<file path="config.mk">
export PLATFORM = sky130hd
export DESIGN_NAME = free_list_address_allocator_top
export DESIGN_NICKNAME = d
export VERILOG_FILES = /design/src/hw/rtl/fla_pkg.sv /design/src/hw/rtl/fla_ram.sv /design/src/hw/rtl/free_list_address_allocator_top.sv
export SDC_FILE = /design/constraint.sdc
export NUM_CORES = 2
export LEC_CHECK = 0
export BUFFER_PORTS_ARGS = -buffer_cell sky130_fd_sc_hd__buf_2
export CORE_ASPECT_RATIO = 1.1
export CORE_MARGIN = 4
export CORE_UTILIZATION = 35
export CTS_CLUSTER_DIAMETER = 200
export DETAILED_ROUTE_END_ITERATION = 8
export PLACE_DENSITY_LB_ADDON = 0.2
export SKIP_CTS_REPAIR_TIMING = 1
export SLEW_MARGIN = 10
export SYNTH_ARGS = -nofsm -noshare
export SYNTH_HDL_FRONTEND = slang
export SYNTH_HIERARCHICAL = 1
export SYNTH_SLANG_ARGS = --single-unit
</file>
<file path="constraint.sdc">
create_clock -name clk -period 15.95 [get_ports clk]
set_input_delay 3.19 -clock clk [delete_from_list [all_inputs] [get_ports clk]]
set_output_delay 3.19 -clock clk [all_outputs]
set_load 0.005 [all_outputs]
</file>
<file path="src/hw/rtl/fla_pkg.sv">
// Shared types and codes for the free list address allocator.
package fla_pkg;

	localparam int unsigned FIELD_BITS = 32;

	localparam logic MODE_RESERVE = 1'b0;
	localparam logic MODE_RELEASE = 1'b1;

	localparam logic [1:0] STATUS_OK         = 2'd0;
	localparam logic [1:0] STATUS_ZERO_SIZE  = 2'd1;
	localparam logic [1:0] STATUS_NO_SPACE   = 2'd2;
	localparam logic [1:0] STATUS_TABLE_FULL = 2'd3;

	typedef struct packed {
		logic                  mode;
		logic [FIELD_BITS-1:0] address;
		logic [FIELD_BITS-1:0] size;
	} req_t;

	typedef struct packed {
		logic [FIELD_BITS-1:0] granted_address;
		logic [1:0]            status;
	} rsp_t;

endpackage

</file>
<file path="src/hw/rtl/fla_ram.sv">
// Generic single-write, single-read RAM with registered read data.
module fla_ram #(
	parameter int unsigned WIDTH = 64,
	parameter int unsigned DEPTH = 16
) (
	input  logic                     clk,
	input  logic                     we,
	input  logic [$clog2(DEPTH)-1:0] waddr,
	input  logic [WIDTH-1:0]         wdata,
	input  logic [$clog2(DEPTH)-1:0] raddr,
	output logic [WIDTH-1:0]         rdata
);

	logic [WIDTH-1:0] mem_q [DEPTH];
	logic [WIDTH-1:0] rdata_q;

	always_ff @(posedge clk) begin
		if (we) begin
			mem_q[waddr] <= wdata;
		end
		rdata_q <= mem_q[raddr];
	end

	assign rdata = rdata_q;

endmodule

</file>
<file path="src/hw/rtl/free_list_address_allocator_top.sv">
// First-fit address allocator with a coalescing free table: top level.
//
// A reserve item grants the lowest-addressed free range that fits, splitting it
// when longer, or else takes space from the next-free pointer (status 2 when the
// address space runs out). A release item merges the range with a free range
// ending at its start and one beginning at its end; a range that ends at the
// next-free pointer pulls the pointer back, otherwise it takes a table entry
// (status 3 and the range is dropped when the table is full). Zero size gives
// status 1. The free table lives in one RAM read one entry per cycle; a
// zero-size item skips that scan. The input is stalled while an item is in
// work; a finished result waits in an output register. No clearing pass
// follows reset: entries are gated by valid flops.
module free_list_address_allocator_top #(
	parameter int unsigned FREE_ENTRIES = 16,
	parameter int unsigned ADDR_BITS    = 32
) (
	input  logic          clk,
	input  logic          arst_n,
	input  logic          req_valid,
	output logic          req_stall,
	input  fla_pkg::req_t req,
	output logic          rsp_valid,
	input  logic          rsp_stall,
	output fla_pkg::rsp_t rsp
);

	import fla_pkg::*;

	localparam int unsigned IDX_BITS = $clog2(FREE_ENTRIES);
	localparam int unsigned CNT_BITS = $clog2(FREE_ENTRIES + 1);

	localparam logic [2:0] ST_IDLE    = 3'd0;
	localparam logic [2:0] ST_SCAN    = 3'd1;
	localparam logic [2:0] ST_RES_FIN = 3'd2;
	localparam logic [2:0] ST_REL_M1  = 3'd3;
	localparam logic [2:0] ST_REL_M2  = 3'd4;
	localparam logic [2:0] ST_REL_FIN = 3'd5;
	localparam logic [2:0] ST_DONE    = 3'd6;

	logic [2:0]              state_q;
	logic [FREE_ENTRIES-1:0] valid_q;
	logic [ADDR_BITS-1:0]    nfa_q;

	logic                    mode_q;
	logic [ADDR_BITS-1:0]    addr_q;
	logic [ADDR_BITS-1:0]    size_q;
	logic [ADDR_BITS-1:0]    end_q;

	logic [CNT_BITS-1:0]     rd_cnt_q;
	logic                    chk_s1;
	logic [IDX_BITS-1:0]     chk_idx_s1;
	logic                    chk_vld_s1;

	logic                    best_found_q;
	logic [IDX_BITS-1:0]     best_idx_q;
	logic [ADDR_BITS-1:0]    best_start_q;
	logic [ADDR_BITS-1:0]    best_len_q;

	logic                    prev_found_q;
	logic [IDX_BITS-1:0]     prev_idx_q;
	logic [ADDR_BITS-1:0]    prev_start_q;
	logic [ADDR_BITS-1:0]    prev_len_q;
	logic                    next_found_q;
	logic [IDX_BITS-1:0]     next_idx_q;
	logic [ADDR_BITS-1:0]    next_len_q;
	logic                    empty_found_q;
	logic [IDX_BITS-1:0]     empty_idx_q;
	logic                    slot_found_q;
	logic [IDX_BITS-1:0]     slot_idx_q;

	logic [ADDR_BITS-1:0]    start_q;
	logic [ADDR_BITS-1:0]    len_q;

	logic [FIELD_BITS-1:0]   pend_addr_q;
	logic [1:0]              pend_status_q;
	logic                    rsp_valid_q;
	rsp_t                    rsp_q;

	logic                    ram_we;
	logic [IDX_BITS-1:0]     ram_waddr;
	logic [2*ADDR_BITS-1:0]  ram_wdata;
	logic [2*ADDR_BITS-1:0]  ram_rdata;
	logic [IDX_BITS-1:0]     ram_raddr;

	logic [ADDR_BITS-1:0]    ent_start;
	logic [ADDR_BITS-1:0]    ent_len;
	logic [ADDR_BITS-1:0]    ent_end;
	logic                    fit_hit;
	logic                    prev_hit;
	logic                    next_hit;
	logic                    scan_last;
	logic [ADDR_BITS-1:0]    rel_end;
	logic                    in_accept;
	logic                    out_free;

	assign ram_raddr = rd_cnt_q[IDX_BITS-1:0];
	assign ent_start = ram_rdata[2*ADDR_BITS-1:ADDR_BITS];
	assign ent_len   = ram_rdata[ADDR_BITS-1:0];
	assign ent_end   = ADDR_BITS'(ent_start + ent_len);
	assign fit_hit   = chk_vld_s1 && (ent_len >= size_q) &&
		(!best_found_q || (ent_start < best_start_q));
	assign prev_hit  = chk_vld_s1 && !prev_found_q && (ent_end == addr_q);
	assign next_hit  = chk_vld_s1 && !prev_hit && !next_found_q && (ent_start == end_q);
	assign scan_last = (rd_cnt_q == CNT_BITS'(FREE_ENTRIES));
	assign rel_end   = ADDR_BITS'(start_q + len_q);
	assign in_accept = req_valid && !req_stall;
	assign out_free  = !rsp_valid_q || !rsp_stall;

	always_comb begin
		ram_we    = 1'b0;
		ram_waddr = best_idx_q;
		ram_wdata = {ADDR_BITS'(best_start_q + size_q), ADDR_BITS'(best_len_q - size_q)};
		if (state_q == ST_RES_FIN) begin
			ram_we = best_found_q && (best_len_q > size_q);
		end else if (state_q == ST_REL_FIN) begin
			ram_we    = (rel_end != nfa_q) && slot_found_q;
			ram_waddr = slot_idx_q;
			ram_wdata = {start_q, len_q};
		end
	end

	fla_ram #(
		.WIDTH(2 * ADDR_BITS),
		.DEPTH(FREE_ENTRIES)
	) u_table (
		.clk  (clk),
		.we   (ram_we),
		.waddr(ram_waddr),
		.wdata(ram_wdata),
		.raddr(ram_raddr),
		.rdata(ram_rdata)
	);

	always_ff @(posedge clk or negedge arst_n) begin
		if (!arst_n) begin
			state_q       <= ST_IDLE;
			valid_q       <= '0;
			nfa_q         <= ADDR_BITS'(1);
			rd_cnt_q      <= '0;
			chk_s1        <= 1'b0;
			best_found_q  <= 1'b0;
			prev_found_q  <= 1'b0;
			next_found_q  <= 1'b0;
			empty_found_q <= 1'b0;
			slot_found_q  <= 1'b0;
			rsp_valid_q   <= 1'b0;
		end else begin
			if (state_q == ST_DONE && out_free) begin
				rsp_valid_q <= 1'b1;
			end else if (rsp_valid_q && !rsp_stall) begin
				rsp_valid_q <= 1'b0;
			end
			case (state_q)
				ST_IDLE: begin
					if (in_accept) begin
						mode_q        <= req.mode;
						addr_q        <= ADDR_BITS'(req.address);
						size_q        <= ADDR_BITS'(req.size);
						end_q         <= ADDR_BITS'(ADDR_BITS'(req.address) +
							ADDR_BITS'(req.size));
						rd_cnt_q      <= '0;
						chk_s1        <= 1'b0;
						best_found_q  <= 1'b0;
						prev_found_q  <= 1'b0;
						next_found_q  <= 1'b0;
						empty_found_q <= 1'b0;
						if (ADDR_BITS'(req.size) == '0) begin
							pend_addr_q   <= '0;
							pend_status_q <= STATUS_ZERO_SIZE;
							state_q       <= ST_DONE;
						end else begin
							state_q <= ST_SCAN;
						end
					end
				end
				ST_SCAN: begin
					chk_s1     <= !scan_last;
					chk_idx_s1 <= ram_raddr;
					chk_vld_s1 <= valid_q[ram_raddr];
					if (!scan_last) begin
						rd_cnt_q <= rd_cnt_q + CNT_BITS'(1);
					end
					if (chk_s1) begin
						if (mode_q == MODE_RESERVE) begin
							if (fit_hit) begin
								best_found_q <= 1'b1;
								best_idx_q   <= chk_idx_s1;
								best_start_q <= ent_start;
								best_len_q   <= ent_len;
							end
						end else begin
							if (prev_hit) begin
								prev_found_q <= 1'b1;
								prev_idx_q   <= chk_idx_s1;
								prev_start_q <= ent_start;
								prev_len_q   <= ent_len;
							end
							if (next_hit) begin
								next_found_q <= 1'b1;
								next_idx_q   <= chk_idx_s1;
								next_len_q   <= ent_len;
							end
							if (!chk_vld_s1 && !empty_found_q) begin
								empty_found_q <= 1'b1;
								empty_idx_q   <= chk_idx_s1;
							end
						end
					end
					if (scan_last) begin
						state_q <= (mode_q == MODE_RESERVE) ? ST_RES_FIN : ST_REL_M1;
					end
				end
				ST_RES_FIN: begin
					state_q <= ST_DONE;
					if (best_found_q) begin
						if (best_len_q <= size_q) begin
							valid_q[best_idx_q] <= 1'b0;
						end
						pend_addr_q   <= FIELD_BITS'(64'(best_start_q));
						pend_status_q <= STATUS_OK;
					end else if (size_q > ~nfa_q) begin
						pend_addr_q   <= '0;
						pend_status_q <= STATUS_NO_SPACE;
					end else begin
						nfa_q         <= ADDR_BITS'(nfa_q + size_q);
						pend_addr_q   <= FIELD_BITS'(64'(nfa_q));
						pend_status_q <= STATUS_OK;
					end
				end
				ST_REL_M1: begin
					state_q <= ST_REL_M2;
					if (prev_found_q) begin
						start_q             <= prev_start_q;
						len_q               <= ADDR_BITS'(size_q + prev_len_q);
						valid_q[prev_idx_q] <= 1'b0;
						slot_idx_q          <= prev_idx_q;
					end else begin
						start_q    <= addr_q;
						len_q      <= size_q;
						slot_idx_q <= next_found_q ? next_idx_q : empty_idx_q;
					end
					slot_found_q <= prev_found_q || next_found_q || empty_found_q;
				end
				ST_REL_M2: begin
					state_q <= ST_REL_FIN;
					if (next_found_q) begin
						len_q               <= ADDR_BITS'(len_q + next_len_q);
						valid_q[next_idx_q] <= 1'b0;
					end
				end
				ST_REL_FIN: begin
					state_q     <= ST_DONE;
					pend_addr_q <= '0;
					if (rel_end == nfa_q) begin
						nfa_q         <= start_q;
						pend_status_q <= STATUS_OK;
					end else if (!slot_found_q) begin
						pend_status_q <= STATUS_TABLE_FULL;
					end else begin
						valid_q[slot_idx_q] <= 1'b1;
						pend_status_q       <= STATUS_OK;
					end
				end
				ST_DONE: begin
					if (out_free) begin
						state_q <= ST_IDLE;
					end
				end
				default: begin
					state_q <= ST_IDLE;
				end
			endcase
		end
	end

	always_ff @(posedge clk) begin
		if (state_q == ST_DONE && out_free) begin
			rsp_q.granted_address <= pend_addr_q;
			rsp_q.status          <= pend_status_q;
		end
	end

	assign req_stall = (state_q != ST_IDLE);
	assign rsp_valid = rsp_valid_q;
	assign rsp       = rsp_q;

`ifndef SYNTHESIS
	a_fail_no_addr: assert property (@(posedge clk) disable iff (!arst_n)
		(rsp_valid && rsp.status != STATUS_OK) |-> (rsp.granted_address == '0))
		else $error("failed item carries an address");

	a_cnt_range: assert property (@(posedge clk) disable iff (!arst_n)
		(state_q == ST_SCAN) |-> (rd_cnt_q <= CNT_BITS'(FREE_ENTRIES)))
		else $error("scan counter overran the table");

	a_slot_free: assert property (@(posedge clk) disable iff (!arst_n)
		(state_q == ST_REL_FIN && slot_found_q) |-> !valid_q[slot_idx_q])
		else $error("release would overwrite a live entry");
`endif

endmodule

</file>
==> flow_summary.yaml <==
clock_network:
  h-tree-depth: 4
  clkLatencyLatePin_ps: 840
  clkTransAtPathRegs_ps: 60
  clockBufferDepth: 3
  cts_tree: "yes"
  cts_buffers: 167
  cts-root-buf: "clkbuf_16"
  cts.sinks: 1565
global_route:
  grt_overflow: 0
  grt_max_degree: 117
  antenna_found_initial: 18
  grt_pass1_wl_um: 339400
  grt_usage_pct: 21.64
  first_global_vias: 45990
cells_and_area:
  register_area_sq_mm: 0.04605
  fill_cells: 19220
  final_util_pct: 39.97
  layout-drive-gt1-share_pct: 16.53
  multi_input_area_sq_mm: 0.02639
  finalNetCount: 5655
  area_growth_pct: 13.58
detailed_routing:
  wire_per_inst_um: 29.13
  drt_drc_violations_left: 0
  wl_um: 237900
  drt_iter0_drc: 4349
  detail_route.vias_per_cell: 5.631
  drt_first_pass_iters: 5
  vias: 45990
  ant_nets: 0
setup_path:
  cp.required_ps: 16400
  crit_fanout: 44
  end_kind: "register"
  start_kind: "register"
  cp_data_arrival_time_ps: 7180
  worstSetupPathType: "reg2reg"
timing:
  min_period_ps: 6730
  max_slew_margin_pct: 16.02
  drv_slew: 0
  fin_worst_skew_ps: 65.83
  tns_ps: 0
  max_freq_mhz: 148.6
  hold_violations: 0
  setup_slack_ps: 9220
  tightestPinTransition_ps: 1247
  fin_crit_sh_pct: 42.19
  rsz0062_at_grt: "false"
  finalSetupViolations: 0
logic_synthesis:
  synth_edf_count: 1438
  syn_area_per_cell_sq_um: 14.63
  synth-seq-cells: 1565
  postSynth.asyncResetShare_pct: 4.026
  yosysWarnings: 6
  synth.area.top_cells: "edfxtp_1 (59%), mux4_2 (8.0%), ha_1 (5.4%), dfrtp_1 (2.1%), xnor2_1 (2.0%)"
  ys.flop_type: "edfxtp_1"
  syn_inst: 5027
  synthesis.area_sq_mm: 0.07354
  yosysSeqAreaShare_pct: 62.60
  yosysTopAreaCell: "edfxtp_1"
  ys_types: 95
  synth_nets: 5420
  synth.top_cell.area_share_pct: 58.72
placement:
  portBuffers: 104
  dp_hpwl_um: 164700
  dpl_worst_slack_ps: 8997
  place_congestion: 1.035
outcome:
  status: "finished, final reports clean"
die:
  start_util_pct: 35.19
  io_pins: 105
  die_w_um: 445.1
  die_y_um: 488.8
  die-area_sq_mm: 0.2175
  row_count: 176
  core_area_sq_mm: 0.2090
run:
  maxCapViolations: 0
pwr:
  power_density_mw_per_mm2: 174.1
  p_leak_nw: 28.94
  finalPower_mw: 14.55
  irDropWorstVdd_v: 0.0001240
min_path:
  hp-class: "reg2reg"
-- where the power goes --
part	internal, mW	total (mW)	switching [mW]
logic	1.85	4.96	3.11
clock network	2.21	3.89	1.69
registers	5.20	5.69	0.491
-- routing by layer --
layer	up-vias	wire, um	global-route usage (%)
met2	1374	112900	35.80
li1	20310	-	-
met1	23960	101700	28.80
met5	-	36	0
met3	346	12570	3.162
met4	6	10640	8.614
-- cells in the final DEF (no fill, tap or decap), types with 55 or more instances in the layout --
cell | netlist | final
inv_1 | 163 | 163
edfxtp_1 | 1438 | 1438
o21a_1 | 55 | 55
o21ai_0 | 268 | 240
nor3_1 | 70 | 66
dfrtp_1 | 62 | 59
clkbuf_16 | 0 | 171
nand2b_1 | 59 | 59
a21oi_1 | 276 | 267
mux4_2 | 261 | 261
a21o_1 | 137 | 137
xnor2_1 | 172 | 172
nand4_1 | 56 | 56
buf_4 | 6 | 129
xor2_1 | 111 | 111
dfxtp_1 | 64 | 64
ha_1 | 316 | 316
nand3_1 | 74 | 74
nand2_1 | 316 | 315
nor2_1 | 207 | 193
a22oi_1 | 131 | 131
buf_2 | 15 | 103
-- final cells by class --
class	instances	area share (%)
flip-flops and latches	1565	55.13
multi-input cells	3132	31.59
clock buffers	231	5.620
well taps	2759	4.133
repair buffers	233	1.800
clock inverters	79	0.9751
inverters	163	0.7325
diodes	5	0.01498
-- Yosys cell counts (all sizes together) (35+ instances only) --
cell / count
xnor2: 172
mux4: 261
nand4: 56
buf: 65
dfrtp: 62
a21o: 137
nand3: 74
nor2: 207
edfxtp: 1438
a21oi: 277
xor2: 111
and3: 42
nand2: 316
o21a: 55
nand2b: 59
nor3: 70
o21bai: 37
inv: 163
clkbuf: 102
o21ai: 272
dfxtp: 64
nor2b: 35
mux2: 62
ha: 316
a22oi: 131
-- stage by stage --
step                      cell area, sq um  hold slack (ps)  std cells
after floorplan                      73540            400.3       5027
after global placement               77980            401.1       7852
after detailed placement             77980            404.5       7852
after CTS                            83490            418.2       8162
after global routing                 83520            422.2       8163
final                                83530            417.9       8167
-- registers in the layout, summed over array words and instances, names as in the netlist, 4 cells and up --
register       flops
chk_idx_s1         4
empty_idx_q        4
prev_start_q      32
nfa_q             32
end_q             32
u_table/mem_q   1024
best_len_q        32
best_start_q      32
slot_idx_q         4
next_len_q        32
prev_len_q        32
rd_cnt_q           5
next_idx_q         4
prev_idx_q         4
size_q            32
valid_q           16
u_table/rdata     64
pend_addr_q       32
len_q             32
rsp               34
start_q           32
best_idx_q         4
addr_q            32
-- cell families after synthesis --
| family | share of synthesized area [%] |
|---|---|
| compound gates | 10.45 |
| xor+xnor | 3.403 |
| fa+ha+maj | 5.594 |
| buf+inv | 1.940 |
| flops | 62.60 |
| mux | 9.507 |
| simple gates | 6.497 |
-- critical path, stage by stage, from the launching register on --
cell      delay, ps
edfxtp_1        500
ha_1            260
inv_1            80
fa_1            200
nor2b_1          70
o31a_1          280
o221a_4         290
o311ai_0        770
a31oi_1         340
nor3_1          240
a311oi_1         80
and4bb_1        270
nand4_1         350
nand3_1         180
nand2_1         220
or3b_2          600
nor2_4          720
buf_4           800
-- worst paths after layout --
path	cells after the start	slack [ps]	endpoint	from
max in group asynchronous	2	12600	rd_cnt_q[0]$_DFFE_PN0P_	arst_n
hold reg to reg	0	420	rsp[28]$_DFFE_PP_	pend_addr_q[26]$_SDFFCE_PN0P_
hold / removal	0	420	rsp[28]$_DFFE_PP_	pend_addr_q[26]$_SDFFCE_PN0P_
setup reg to reg	17	9220	u_table/mem_q[1][44]$_DFFE_PP_	len_q[0]$_DFFE_PP_
min in group asynchronous	1	2340	nfa_q[17]$_DFFE_PN0P_	arst_n
setup / recovery	17	9220	u_table/mem_q[1][44]$_DFFE_PP_	len_q[0]$_DFFE_PP_
No activity file was read; power rests on OpenSTA's default activity.
